$ cat src/rtl/ismc_pkg.sv
// Package: shared types and codes of the interrupt status/mask controller.
package ismc_pkg;

  localparam int NUM_SOURCES_DEF = 11;

  localparam int DATA_W   = 32;
  localparam int OFFSET_W = 4;
  localparam int SOURCE_W = 4;
  localparam int FUNC_W   = 2;

  localparam logic [FUNC_W-1:0] FUNC_READ  = 2'd0;
  localparam logic [FUNC_W-1:0] FUNC_WRITE = 2'd1;
  localparam logic [FUNC_W-1:0] FUNC_PULSE = 2'd2;
  localparam logic [FUNC_W-1:0] FUNC_LINE  = 2'd3;

  localparam logic [1:0] WSEL_STATUS = 2'd0;
  localparam logic [1:0] WSEL_MASK   = 2'd1;

  localparam logic [1:0] LANE_WORD  = 2'd0;
  localparam logic [1:0] LANE_BYTE1 = 2'd1;
  localparam logic [1:0] LANE_HALF  = 2'd2;
  localparam logic [1:0] LANE_BYTE3 = 2'd3;

  localparam logic [DATA_W-1:0] BYTE_MASK = 32'h0000_00FF;
  localparam logic [DATA_W-1:0] HALF_MASK = 32'h0000_FFFF;

  typedef struct packed {
    logic [FUNC_W-1:0]   func;
    logic [OFFSET_W-1:0] offset;
    logic [DATA_W-1:0]   write_data;
    logic [SOURCE_W-1:0] source;
    logic                line_active;
  } req_t;

  typedef struct packed {
    logic [DATA_W-1:0] read_data;
    logic              unhandled;
  } rsp_t;

endpackage

$ cat src/rtl/interrupt_status_mask_controller_top.sv
// Top level of the interrupt status/mask controller.
// Usage:
//   Slave side carries one command per transaction: tuser is the function
//   (read, write, request pulse, line level update); tdata holds offset,
//   write data, source number and line level.
//   Master side returns exactly one result per command: tdata is the read
//   data (zero for anything but a read), tuser flags a read or write of a word
//   other than status (offset 0) or mask (offset 4).
//   m_tvalid rises once the slave transaction has passed through one input
//   register, then the status/mask update and lane extraction, then the
//   result register.
//   One command is taken every cycle while the result register drains; the
//   state registers update as a command passes into the result register, so
//   commands act strictly in order.
//   Reset clears status, mask, line levels and both valid flags.
//   When the master side stalls, the result is held, one more command may
//   enter the input register, and s_tready then drops until the result
//   register can move.
module interrupt_status_mask_controller_top #(
  parameter int NUM_SOURCES = ismc_pkg::NUM_SOURCES_DEF
) (
  input  logic        clk,
  input  logic        rst,
  input  logic        s_tvalid,
  output logic        s_tready,
  input  logic [47:0] s_tdata,   // offset[3:0], write_data[35:4], source[39:36],
                                 // line_active[40], zero fill
  input  logic [1:0]  s_tuser,   // func[1:0]
  output logic        m_tvalid,
  input  logic        m_tready,
  output logic [31:0] m_tdata,   // read_data[31:0]
  output logic [0:0]  m_tuser    // unhandled[0]
);

  ismc_pkg::req_t s_req;
  ismc_pkg::req_t req;
  ismc_pkg::rsp_t rsp;
  ismc_pkg::rsp_t m_rsp;
  logic           stage_valid;
  logic           advance;

  assign s_req.func        = s_tuser;
  assign s_req.offset      = s_tdata[3:0];
  assign s_req.write_data  = s_tdata[35:4];
  assign s_req.source      = s_tdata[39:36];
  assign s_req.line_active = s_tdata[40];

  ismc_in_reg u_in_reg (
    .clk      (clk),
    .rst      (rst),
    .s_tvalid (s_tvalid),
    .s_tready (s_tready),
    .s_req    (s_req),
    .advance  (advance),
    .valid    (stage_valid),
    .req      (req)
  );

  ismc_core #(
    .NUM_SOURCES (NUM_SOURCES)
  ) u_core (
    .clk  (clk),
    .rst  (rst),
    .fire (stage_valid && advance),
    .req  (req),
    .rsp  (rsp)
  );

  ismc_out_reg u_out_reg (
    .clk      (clk),
    .rst      (rst),
    .in_valid (stage_valid),
    .rsp      (rsp),
    .advance  (advance),
    .m_tvalid (m_tvalid),
    .m_tready (m_tready),
    .m_rsp    (m_rsp)
  );

  assign m_tdata = m_rsp.read_data;
  assign m_tuser = m_rsp.unhandled;

endmodule

$ cat src/rtl/ismc_in_reg.sv
// Input register stage: captures one slave-side transaction.
module ismc_in_reg (
  input  logic          clk,
  input  logic          rst,
  input  logic          s_tvalid,
  output logic          s_tready,
  input  ismc_pkg::req_t s_req,
  input  logic          advance,
  output logic          valid,
  output ismc_pkg::req_t req
);

  assign s_tready = !valid || advance;

  always_ff @(posedge clk) begin
    if (rst) begin
      valid <= 1'b0;
    end else if (s_tready) begin
      valid <= s_tvalid;
    end
  end

  always_ff @(posedge clk) begin
    if (s_tvalid && s_tready) begin
      req <= s_req;
    end
  end

endmodule

$ cat src/rtl/ismc_core.sv
// Core: status, mask and line level registers and the per-transaction logic.
module ismc_core #(
  parameter int NUM_SOURCES = ismc_pkg::NUM_SOURCES_DEF
) (
  input  logic           clk,
  input  logic           rst,
  input  logic           fire,
  input  ismc_pkg::req_t req,
  output ismc_pkg::rsp_t rsp
);

  logic [NUM_SOURCES-1:0] status;
  logic [NUM_SOURCES-1:0] mask;
  logic [NUM_SOURCES-1:0] line;
  logic [NUM_SOURCES-1:0] status_next;
  logic [NUM_SOURCES-1:0] mask_next;
  logic [NUM_SOURCES-1:0] line_next;

  logic [1:0]                  word_sel;
  logic [1:0]                  lane;
  logic [4:0]                  shift;
  logic                        known;
  logic [ismc_pkg::DATA_W-1:0] cur;
  logic [ismc_pkg::DATA_W-1:0] lane_mask;
  logic [ismc_pkg::DATA_W-1:0] merged;
  logic [ismc_pkg::DATA_W-1:0] rdata;
  logic                        src_ok;
  logic [NUM_SOURCES-1:0]      src_bit;

  assign word_sel = req.offset[3:2];
  assign lane     = req.offset[1:0];
  assign shift    = {lane, 3'b000};
  assign src_ok   = {2'b00, req.source} < 6'(NUM_SOURCES);
  assign src_bit  = NUM_SOURCES'(1) << req.source;

  always_comb begin
    known = 1'b1;
    cur   = '0;
    unique case (word_sel)
      ismc_pkg::WSEL_STATUS: cur = ismc_pkg::DATA_W'(status);
      ismc_pkg::WSEL_MASK:   cur = ismc_pkg::DATA_W'(mask);
      default:               known = 1'b0;
    endcase
  end

  always_comb begin
    unique case (lane)
      ismc_pkg::LANE_WORD: begin
        lane_mask = '1;
        rdata     = cur;
      end
      ismc_pkg::LANE_HALF: begin
        lane_mask = ismc_pkg::HALF_MASK << shift;
        rdata     = (cur >> shift) & ismc_pkg::HALF_MASK;
      end
      default: begin
        lane_mask = ismc_pkg::BYTE_MASK << shift;
        rdata     = (cur >> shift) & ismc_pkg::BYTE_MASK;
      end
    endcase
    merged = (cur & ~lane_mask) | ((req.write_data << shift) & lane_mask);
  end

  always_comb begin
    status_next   = status;
    mask_next     = mask;
    line_next     = line;
    rsp.read_data = '0;
    rsp.unhandled = 1'b0;
    unique case (req.func)
      ismc_pkg::FUNC_READ: begin
        rsp.read_data = rdata;
        rsp.unhandled = !known;
      end
      ismc_pkg::FUNC_WRITE: begin
        rsp.unhandled = !known;
        if (word_sel == ismc_pkg::WSEL_STATUS) begin
          status_next = status & merged[NUM_SOURCES-1:0];
        end else if (word_sel == ismc_pkg::WSEL_MASK) begin
          mask_next = merged[NUM_SOURCES-1:0];
        end
      end
      ismc_pkg::FUNC_PULSE: begin
        if (src_ok) begin
          status_next = status | src_bit;
        end
      end
      default: begin
        if (src_ok) begin
          if (req.line_active) begin
            line_next = line | src_bit;
            if ((line & src_bit) == '0) begin
              status_next = status | src_bit;
            end
          end else begin
            line_next = line & ~src_bit;
          end
        end
      end
    endcase
  end

  always_ff @(posedge clk) begin
    if (rst) begin
      status <= '0;
      mask   <= '0;
      line   <= '0;
    end else if (fire) begin
      status <= status_next;
      mask   <= mask_next;
      line   <= line_next;
    end
  end

endmodule

$ cat src/rtl/ismc_out_reg.sv
// Output register stage: holds one result for the master side.
module ismc_out_reg (
  input  logic           clk,
  input  logic           rst,
  input  logic           in_valid,
  input  ismc_pkg::rsp_t rsp,
  output logic           advance,
  output logic           m_tvalid,
  input  logic           m_tready,
  output ismc_pkg::rsp_t m_rsp
);

  assign advance = !m_tvalid || m_tready;

  always_ff @(posedge clk) begin
    if (rst) begin
      m_tvalid <= 1'b0;
    end else if (advance) begin
      m_tvalid <= in_valid;
    end
  end

  always_ff @(posedge clk) begin
    if (advance && in_valid) begin
      m_rsp <= rsp;
    end
  end

endmodule

$ cat config.mk
export PLATFORM = sky130hd
export DESIGN_NAME = interrupt_status_mask_controller_top
export DESIGN_NICKNAME = d
export VERILOG_FILES = /design/src/rtl/ismc_pkg.sv /design/src/rtl/interrupt_status_mask_controller_top.sv /design/src/rtl/ismc_in_reg.sv /design/src/rtl/ismc_core.sv /design/src/rtl/ismc_out_reg.sv
export SDC_FILE = /design/constraint.sdc
export NUM_CORES = 1
export LEC_CHECK = 0
export BUFFER_PORTS_ARGS = -buffer_cell sky130_fd_sc_hd__buf_2
export CAP_MARGIN = 25
export CORE_ASPECT_RATIO = 0.9
export CORE_UTILIZATION = 48
export DETAILED_ROUTE_END_ITERATION = 12
export GPL_TIMING_DRIVEN = 0
export PLACE_DENSITY = 0.77
export SLEW_MARGIN = 20
export SYNTH_ARGS = -nofsm -noshare
export SYNTH_HDL_FRONTEND = slang
export SYNTH_SLANG_ARGS = --single-unit
$ cat constraint.sdc
create_clock -name clk -period 2.1 [get_ports clk]
set_clock_uncertainty 0.2 [all_clocks]
set_input_delay 0.42 -clock clk [delete_from_list [all_inputs] [get_ports clk]]
set_output_delay 0.42 -clock clk [all_outputs]
set_load 0.02 [all_outputs]
==> results.md, run 1 <==
* Max-slew violation count at 0
* Clk pwr share at 0.363
* Vias per cell at 5.46
* Design Area, Final at 0.00416 sq mm
* Placement Rows at 28
* Seq pwr share at 0.519
* Met2 GRT Util at 0.347
* Worst setup EP type: flop
* Crit path cell chain: ha_4, buf_6, o21ai_2, o311a_1, nand4_1, buf_6, or4_1, a21oi_1
* Wire per inst at 15.3 um
* Max_cap viols at 0
* Avg Cell Area, Syn at 9.99 sq um
* Die span in y at 81.5 um
* Gr busiest metal: met2
* FF+latch count, synth at 69
* CP peak stage delay at 0.46 ns
* IO Pins at 89
* Clk root buf: clkbuf_8
* Cell mode on critical path: buf_6
* F_max at 448 MHz
* Syn Std Cell Area at 0.00337 sq mm
* Predominant post-synthesis flop cell: dfxtp_1
* Post-route minimum period at 2.23 ns
* Cell family with most CP delay: simple AND/OR/NAND/NOR gates
* Fin. Hold Viols at 0
* CTS Buf Count at 9
* WP buf/inv at 2
* Detailed placer's ending HPWL at 5010 um
* Ys Warns at 0
* Core area at 0.00669 sq mm
* CP Max Fanout at 8
* FF-to-FF Start: u_in_reg.req[41]
* Worst path arrival time at 2.31 ns
* First-pass GRT wire length at 11900 um
* Switching pwr at 0.714 mW
* Asr flop ratio synth at 0
* Share of cells above drive strength 1 at 0.306
* Post-layout nets at 475
* Detailed-route via count at 2796
* Worst Max-Slew Pin Slew at 0.680 ns
* Vias in the first global route at 2404
* Slew margin rel. at 0.547
* Initial Util at 0.503
* Largest net degree at the start of global routing at 23
* Failing checks: negative setup slack
* Gr usage total at 0.211
* Critical-path top delay cell: edfxtp_1
* Met3 usage at 0.0417
* Hold Startpoint: s_tuser[0]
* Worst hold-check path type: input port to flop
* Clk sinks at 69
* Comb power frac at 0.118
* DRT iter0 DRCs at 322
* Setup ws final at -0.134 ns
* Drc violations at 0
* Routed Antenna Nets at 0
* Final period util at 1.06
* Worst IR Drop VDD at 0.442 mV
* Leakage at 1.59 nW
* H-tree lvl count at 3
* Cells after Synth at 337
* Total grt overflow at 0
* Clock Latency Late Sink at 0.35 ns
* DP Worst Slack at -0.418 ns
* Met1 Use GR at 0.271
* Clock slew seen by the registers of the worst setup and hold paths at 0.07 ns
* First drt pass iteration count at 5
* Initial antenna violation count at 0
* Switching Share at 0.251
* Crit path from: u_in_reg.req[41]
* Register area share after synthesis at 0.511
* Final setup fails at 11
* Number of flops mapped to enable cells by yosys at 34
* Synth unique cells at 44
* CTS tree: built
* Clock Path Buffers at 2
* CP Class: flop to flop
* Routability Congestion at 0.824
* Internal Power at 2.13 mW
* Area after DPL at 0.00374 sq mm
* Unrepaired setup endpoints after global routing: true
* Status: finished, violations left
* DRT Wirelength at 7840 um
* Pwr Density at 683 mW/mm^2
* Area growth, synth to finish at 23.5%
* Number of I/O port buffers at 38
* Overall die width at 90.3 um
* Hold_buf cts at 0
* Ant. Diodes at 0
* CP required at 2.17 ns
* Die area at 0.00735 sq mm
* Crit start category: flop
kinds of logic (layout without fill, tap and decap cells):
group                    count (synthesis)  count (layout)  share of synthesized area
AND/OR/NAND/NOR                        110             110                      0.156
other                                    1              21                    0.00111
adder cells (fa/ha/maj)                  4               4                     0.0149
AO/OA/AOI/OAI                           74              74                      0.136
flip-flops                              69              69                      0.511
multiplexers                            30              30                     0.0910
buffers and inverters                   49             114                     0.0896
synthesized netlist by cell type, types with 2 or more instances:
| cell | instances | area, sq um |
|---|---|---|
| mux2i_1 | 25 | 250 |
| nor2_1 | 57 | 214 |
| nor4_1 | 2 | 12.5 |
| o21ai_0 | 2 | 10.0 |
| nand4_1 | 2 | 12.5 |
| buf_2 | 10 | 50.1 |
| or4_1 | 3 | 22.5 |
| nand3_1 | 4 | 20.0 |
| nor3_1 | 9 | 45.0 |
| nand4b_1 | 3 | 26.3 |
| ha_1 | 4 | 50.1 |
| a211oi_1 | 11 | 82.6 |
| o22ai_1 | 4 | 25.0 |
| mux2_2 | 5 | 56.3 |
| buf_6 | 2 | 22.5 |
| nand2_1 | 12 | 45.0 |
| inv_1 | 5 | 18.8 |
| o21ai_1 | 11 | 55.1 |
| edfxtp_1 | 34 | 1020 |
| nor2b_1 | 5 | 31.3 |
| nand3b_1 | 2 | 15.0 |
| a21oi_1 | 34 | 170 |
| buf_4 | 23 | 173 |
| and3_1 | 2 | 12.5 |
| a31oi_1 | 2 | 12.5 |
| dfxtp_1 | 35 | 701 |
| a22oi_1 | 4 | 30.0 |
| clkbuf_1 | 7 | 26.3 |
| nand2b_1 | 2 | 12.5 |
| and2_1 | 2 | 12.5 |
worst register-to-register path, cell delays in order (launching register included):
cell	delay, ns
edfxtp_1	0.46
ha_4	0.20
buf_6	0.13
o21ai_2	0.05
o311a_1	0.17
nand4_1	0.15
buf_6	0.18
or4_1	0.45
a21oi_1	0.16
path summary, 6_finish.rpt:
kind	endpoint	slack, ns	cells past startpoint
hold reg to reg	u_core.status[5]	0.29	2
setup reg to reg	u_core.status[8]	-0.13	8
setup / recovery	u_core.status[8]	-0.13	8
hold / removal	u_in_reg.req[41]	0.04	1
layout make-up:
cell class                      instances  area, sq um
Clock buffer                           11          131
Tap cell                               90          113
Multi-Input combinational cell        239         1520
Sequential cell                        69         1720
Clock inverter                          5         51.3
Timing Repair Buffer                   49          288
Inverter                                6         22.5
Buffer                                 43          310
Fill cell                             530         2530
cell usage in the layout, fill, tap and decap left out, types with 2 or more instances in the layout:
cell	instances
a211oi_1	9
a211oi_2	2
a21oi_1	32
a21oi_2	2
a22oi_1	4
a31oi_1	2
and2_1	2
and3_1	2
buf_2	43
buf_4	32
buf_6	5
buf_8	2
clkbuf_1	8
clkbuf_4	2
clkbuf_8	10
clkinv_2	2
conb_1	21
dfxtp_1	35
edfxtp_1	34
ha_4	3
inv_1	2
inv_2	4
mux2_2	5
mux2i_1	25
nand2_1	12
nand2b_1	2
nand3_1	4
nand3b_1	2
nand4_1	2
nand4b_1	3
nor2_1	56
nor2b_1	4
nor3_1	7
nor4_1	2
o21ai_1	8
o21ai_2	4
o22ai_1	4
or4_1	3
metrics by stage:
| step | total power, mW | hold WS (ns) | setup TNS (ns) | std cells | util |
|---|---|---|---|---|---|
| 6_report | 2.84 | 0.0448 | -1.10 | 512 | 0.622 |
| 4_1_cts | 2.82 | 0.0404 | -0.857 | 507 | 0.604 |
| 3_5_place_dp | 1.79 | 0.277 | -5.60 | 485 | 0.560 |
| 3_3_place_gp | 1.78 | 0.260 | -4.62 | 485 | 0.560 |
| 2_1_floorplan | 1.71 | 0.249 | 0 | 357 | - |
| 5_1_grt | 2.93 | 0.0353 | -1.70 | 512 | 0.622 |
metal layers:
layer | wire length (um) | share of wire
met3 | 606 | 0.077
met5 | 0 | 0
met4 | 150 | 0.019
met1 | 3330 | 0.43
met2 | 3750 | 0.48
power by group through the flow:
stage	Combinational, mW	Sequential (mW)	Clock, mW
final	0.336	1.47	1.03
after global routing	0.359	1.48	1.09
after CTS	0.310	1.47	1.03
after detailed placement	0.285	1.50	0
after global placement	0.280	1.50	0
after floorplan	0.195	1.51	0
timing repair:
| item | 4_1_cts | 5_1_grt |
|---|---|---|
| resized for setup | 18 | 19 |
| cloned | 1 | 0 |
| endpoints found under the setup margin | 22 | 20 |
| pin swaps | 11 | 11 |
| buffers inserted | 6 | 4 |
No activity file was read; power rests on OpenSTA's default activity.
==> run 2: changes to the inputs <==
Settings changed: CELL_PAD_IN_SITES_DETAIL_PLACEMENT set to 1, CELL_PAD_IN_SITES_GLOBAL_PLACEMENT set to 1, CORE_UTILIZATION 48 to 36, GPL_TIMING_DRIVEN 0 to 1, PLACE_DENSITY 0.77 to not set, PLACE_DENSITY_LB_ADDON set to 0.1.
==> results.md, run 2 (synthesized netlist as in run 1, its figures left out) <==
* Reg2Reg Setup Slack at -0.12 ns (about the same)
* First-pass GRT wire length at 13100 um (+9.9%)
* CP Max Fanout at 6 (-2)
* Clock Latency Late Sink at 0.35 ns (about the same)
* Vias in the first global route at 2633 (+9.5%)
* Largest net degree at the start of global routing at 23 (unchanged)
* Share of cells above drive strength 1 at 0.307 (+0.00108)
* IO Pins at 89 (unchanged)
* Wire per inst at 15.5 um (+1.5%)
* Die area at 0.00974 sq mm (+32%)
* Hold-critical path endpoint: u_in_reg.req[37]
* DRT iter0 DRCs at 90 (-72%)
* Die span in y at 93.7 um (+15%)
* Clk root buf: clkbuf_8
* Post-route minimum period at 2.22 ns (-0.0129 ns)
* Fin. Hold Viols at 0 (unchanged)
* Final period util at 1.06 (-0.00615)
* Design Area, Final at 0.00423 sq mm (+1.6%)
* Detailed placer's ending HPWL at 5950 um (+19%)
* Worst r2r path cells at 8 (unchanged)
* Drc violations at 0 (unchanged)
* CP required at 2.18 ns (about the same)
* Worst IR Drop VDD at 0.285 mV (-36%)
* DRT Wirelength at 8330 um (+6.3%)
* Core area at 0.00908 sq mm (+36%)
* CTS tree: built
* Failing checks: negative setup slack
* Max_cap viols at 0 (unchanged)
* Ant. Diodes at 0 (unchanged)
* Max-slew violation count at 0 (unchanged)
* Number of I/O port buffers at 39 (+2.6%)
* Worst hold-check path type: input port to flop
* Leakage at 1.60 nW (+0.49%)
* Gr usage total at 0.174 (-0.0376)
* Initial antenna violation count at 0 (unchanged)
* Setup ws final at -0.122 ns (+0.0129 ns)
* RR Endpoint: u_core.status[7]
* Worst path arrival time at 2.30 ns (about the same)
* Detailed-route via count at 2693 (-3.7%)
* Total grt overflow at 0 (unchanged)
* Vias per cell at 5.02 (-8.0%)
* FF-to-FF Start: u_in_reg.req[41]
* F_max at 450 MHz (+0.58%)
* Initial Util at 0.371 (-0.133)
* Area growth, synth to finish at 25.5%
* Clock Path Buffers at 2 (unchanged)
* Final setup fails at 11 (unchanged)
* CTS Buf Count at 9 (unchanged)
* Setup tns final at -1.06 ns (+0.0410 ns)
* Routability Congestion at 0.756 (-8.2%)
* Worst setup EP type: flop
* First drt pass iteration count at 4 (-1)
* Placement Rows at 33 (+18%)
* Post-layout nets at 467 (-1.7%)
* Routed Antenna Nets at 0 (unchanged)
* CP Class: flop to flop
* Clock slew seen by the registers of the worst setup and hold paths at 0.08 ns (about the same)
* Crit start category: flop
* Hold Startpoint: s_tdata[0]
* Commonest non-fill, non-tap cell in the layout: nor2_1
* Commonest cells after routing, fill and taps aside: nor2_1, buf_2, buf_4, dfxtp_1, edfxtp_1
* Overall die width at 104 um (+15%)
* Hold depth at 1 (unchanged)
* H-tree lvl count at 3 (unchanged)
* Unrepaired setup endpoints after global routing: true
* Area after DPL at 0.00383 sq mm (+2.3%)
* # fillers at 1052 (+98%)
* Clk sinks at 69 (unchanged)
* Pwr Density at 712 mW/mm^2 (+4.3%)
* Status: finished, violations left
run 2: changes by cell type in the layout (fill, tap and decap cells not counted), moves of 2 or more:
| cell | change |
|---|---|
| buf_6 | -2 |
| clkbuf_1 | -7 |
| a211oi_2 | -2 |
| o21ai_2 | +4 |
| buf_12 | +4 |
| buf_8 | -2 |
| o21ai_1 | -4 |
| buf_4 | +5 |
| clkbuf_4 | -2 |
| buf_2 | -4 |
| a211oi_1 | +2 |
run 2: how the worst max path moves through the flow:
stage,end,cells past startpoint,slack [ns],start
5_1_grt,u_core.status[9],7,-0.22,u_in_reg.req[41]
4_1_cts,u_core.status[9],8,-0.14,u_in_reg.req[42]
6_report,u_core.status[7],8,-0.12,u_in_reg.req[41]
2_1_floorplan,u_core.status[10],9,0.03,u_in_reg.req[42]
3_5_place_dp,u_core.status[9],8,-0.11,u_in_reg.req[42]
3_3_place_gp,u_core.status[9],7,-0.06,u_in_reg.req[41]
run 2: stage by stage:
stage / setup slack [ns] / utilization / instances / hold WS, ns / total power [mW]
3_3_place_gp: -0.0591 / 0.422 / 511 / 0.259 / 1.80
6_report: -0.122 / 0.465 / 536 / 0.0446 / 3.01
5_1_grt: -0.218 / 0.465 / 536 / 0.00820 / 3.15
2_1_floorplan: 0.0326 / - / 357 / 0.249 / 1.71
3_5_place_dp: -0.114 / 0.422 / 511 / 0.280 / 1.81
4_1_cts: -0.139 / 0.448 / 529 / 0.0237 / 3.02
run 2: cell type report:
| type | count | area [sq um] | share of cell area |
|---|---|---|---|
| flip-flops and latches | 69 | 1720 | 0.407 |
| clock buffers | 10 | 128 | 0.0302 |
| multi-input cells | 239 | 1500 | 0.355 |
| inverters | 6 | 22.5 | 0.00533 |
| well taps | 122 | 153 | 0.0361 |
| clock inverters | 6 | 88.8 | 0.0210 |
| repair buffers | 84 | 612 | 0.145 |
run 2: critical path, stage by stage, from the launching register on:
cell	delay (ns)
edfxtp_1	0.46
inv_2	0.13
ha_4	0.21
or4b_1	0.47
nand4_1	0.17
buf_4	0.17
clkbuf_16	0.15
o21ai_2	0.05
a21oi_1	0.15
run 2: what timing repair did:
item	CTS	global route
cloned	0	2
hold buffers	0	0
gates resized for setup	3	20
endpoints found under the setup margin	11	11
buffers inserted	2	5
pin swaps	3	10
run 2: report_power, final:
part | leakage [nW] | internal, mW | switching, mW
registers | 0.606 | 1.45 | 0.0240
logic | 0.890 | 0.134 | 0.198
clock network | 0.102 | 0.669 | 0.532
run 2: routing by layer:
layer / global-route usage / vias to the layer above / part of all wire
met4: 0.0429 / 0 / 0.0090
li1: - / 1311 / -
met5: 0 / - / 0
met2: 0.291 / 51 / 0.48
met3: 0.0437 / 7 / 0.030
met1: 0.225 / 1324 / 0.48
==> run 3: changes to the inputs <==
Settings changed: CORE_UTILIZATION 36 to 43, CTS_CLUSTER_DIAMETER set to 40.
Clock period 2.1 ns to 2.85 ns, I/O delays scaled along.
==> results.md, run 3 (synthesized netlist as in run 1, its figures left out) <==
* Slew margin rel. at 0.539
* Unrepaired setup endpoints after global routing: false
* Die span in y at 85.9 um (-8.3%)
* Post-CTS Setup Bufs at 0 (-2)
* IO Pins at 89 (unchanged)
* Core Util, Final at 0.495 (+0.0302)
* Placement Rows at 30 (-9.1%)
* Wire per inst at 16.4 um (+5.3%)
* Register Area at 0.00172 sq mm (unchanged)
* Hold_buf cts at 0 (unchanged)
* Clk sinks at 69 (unchanged)
* Design Area, Final at 0.00374 sq mm (-12%)
* CP Class: flop to flop
* Fin. Hold Viols at 0 (unchanged)
* Max-slew violation count at 0 (unchanged)
* Max_cap viols at 0 (unchanged)
* Total grt overflow at 0 (unchanged)
* H-tree lvl count at 3 (unchanged)
* Worst Max-Slew Pin Slew at 0.691 ns
* Initial antenna violation count at 0 (unchanged)
* Final setup fails at 0 (-11)
* Area growth, synth to finish at 11.0%
* Area occupied by multi-input gates at 0.00142 sq mm (-5.4%)
* CP required at 2.92 ns (+0.74 ns)
* Critical-path top delay cell: edfxtp_1
* Gr usage total at 0.212 (+0.0384)
* Vias per cell at 5.27 (+4.8%)
* Largest net degree at the start of global routing at 36 (+57%)
* Commonest cells after routing, fill and taps aside: nor2_1, buf_2, dfxtp_1, a21oi_1, edfxtp_1
* Detailed placer's ending HPWL at 5690 um (-4.2%)
* F_max at 398 MHz (-11%)
* DRT iter0 DRCs at 111 (+23%)
* First-pass GRT wire length at 13000 um (-0.63%)
* Total power at 1.94 mW (-36%)
* Die area at 0.00819 sq mm (-16%)
* Routed Antenna Nets at 0 (unchanged)
* Area after DPL at 0.00358 sq mm (-6.5%)
* Clock Latency Late Sink at 0.35 ns (about the same)
* Worst hold-check path type: input port to flop
* CP Max Fanout at 19 (+13)
* Clk root buf: clkbuf_8
* Ant. Diodes at 0 (unchanged)
* Post-layout nets at 435 (-6.9%)
* Worst setup EP type: flop
* # fillers at 877 (-17%)
* Setup tns final at 0 ns (+1.06 ns)
* CTS Buf Count at 9 (unchanged)
* WP buf/inv at 1 (-2)
* CTS tree: built
* Cell family with most CP delay: compound AO/OA/AOI/OAI gates
* Clock Path Buffers at 2 (unchanged)
* First drt pass iteration count at 4 (unchanged)
* Overall die width at 95.3 um (-8.3%)
* Pwr Density at 519 mW/mm^2 (-27%)
* Post-route minimum period at 2.51 ns (+0.288 ns)
* Worst IR Drop VDD at 0.252 mV (-12%)
* Commonest non-fill, non-tap cell in the layout: nor2_1
* Share of cells above drive strength 1 at 0.194 (-0.113)
* Vias in the first global route at 2597 (-1.4%)
* Detailed-route via count at 2518 (-6.5%)
* Crit start category: flop
* Routability Congestion at 0.731 (-3.3%)
* Post-cts sizing count at 0 (-3)
* CP peak stage delay at 0.63 ns (+0.16 ns)
* Core area at 0.00754 sq mm (-17%)
* Leakage at 1.38 nW (-14%)
* Crit path cell chain: nor3_1, a31oi_1, a41oi_2, buf_4, o21ai_1, a21oi_1
* # placed instances at 462 (-9.6%)
* Status: complete, no violations
* Number of I/O port buffers at 39 (unchanged)
* Final period util at 0.881 (-0.177)
* Worst path arrival time at 2.58 ns (+0.28 ns)
* Drc violations at 0 (unchanged)
* Non-Filler Instances at 478 (-11%)
* DRT Wirelength at 7820 um (-6.1%)
* Clock slew seen by the registers of the worst setup and hold paths at 0.07 ns (about the same)
* Initial Util at 0.446 (+0.0756)
## run 3: changes by cell type in the layout (fill, tap and decap cells not counted), moves of 3 or more
cell	delta
inv_2	-3
buf_6	-3
inv_1	+3
o21ai_1	+7
clkbuf_1	+3
buf_12	-4
o21ai_2	-8
buf_4	-25
## run 3: worst paths after layout
path | end | startpoint | cells past startpoint | slack, ns
worst min register to register | u_core.mask[5] | u_core.mask[5] | 2 | 0.29
worst min-delay path | u_in_reg.req[1] | s_tdata[36] | 1 | 0.19
worst max register to register | u_core.status[3] | u_in_reg.req[1] | 6 | 0.34
worst max-delay path | u_core.status[3] | u_in_reg.req[1] | 6 | 0.34
## run 3: layer usage
layer	global-route usage	wire length, um	vias to the layer above
li1	-	-	1244
met1	0.265	3670	1221
met2	0.349	3770	43
met3	0.0638	267	10
met4	0.0689	119	0
met5	0	0	-
## run 3: layout make-up
cell class	count	area share
inverters	6	0.00603
multi-input cells	239	0.380
flip-flops and latches	69	0.461
repair buffers	52	0.0803
well taps	96	0.0321
clock buffers	13	0.0372
clock inverters	3	0.00402
## run 3: power breakdown
| group | leakage [nW] | internal (mW) | switching [mW] |
|---|---|---|---|
| Combinational | 0.694 | 0.0578 | 0.120 |
| Sequential | 0.606 | 1.07 | 0.0286 |
| Clock | 0.0812 | 0.313 | 0.350 |
| Total | 1.38 | 1.44 | 0.498 |
## run 3: per-stage QoR
step           hold slack (ns)  setup WS [ns]
2_1_floorplan            0.249          0.723
3_3_place_gp             0.258          0.423
3_5_place_dp             0.281          0.375
4_1_cts                  0.172          0.353
5_1_grt                  0.167          0.153
6_report                 0.191          0.340
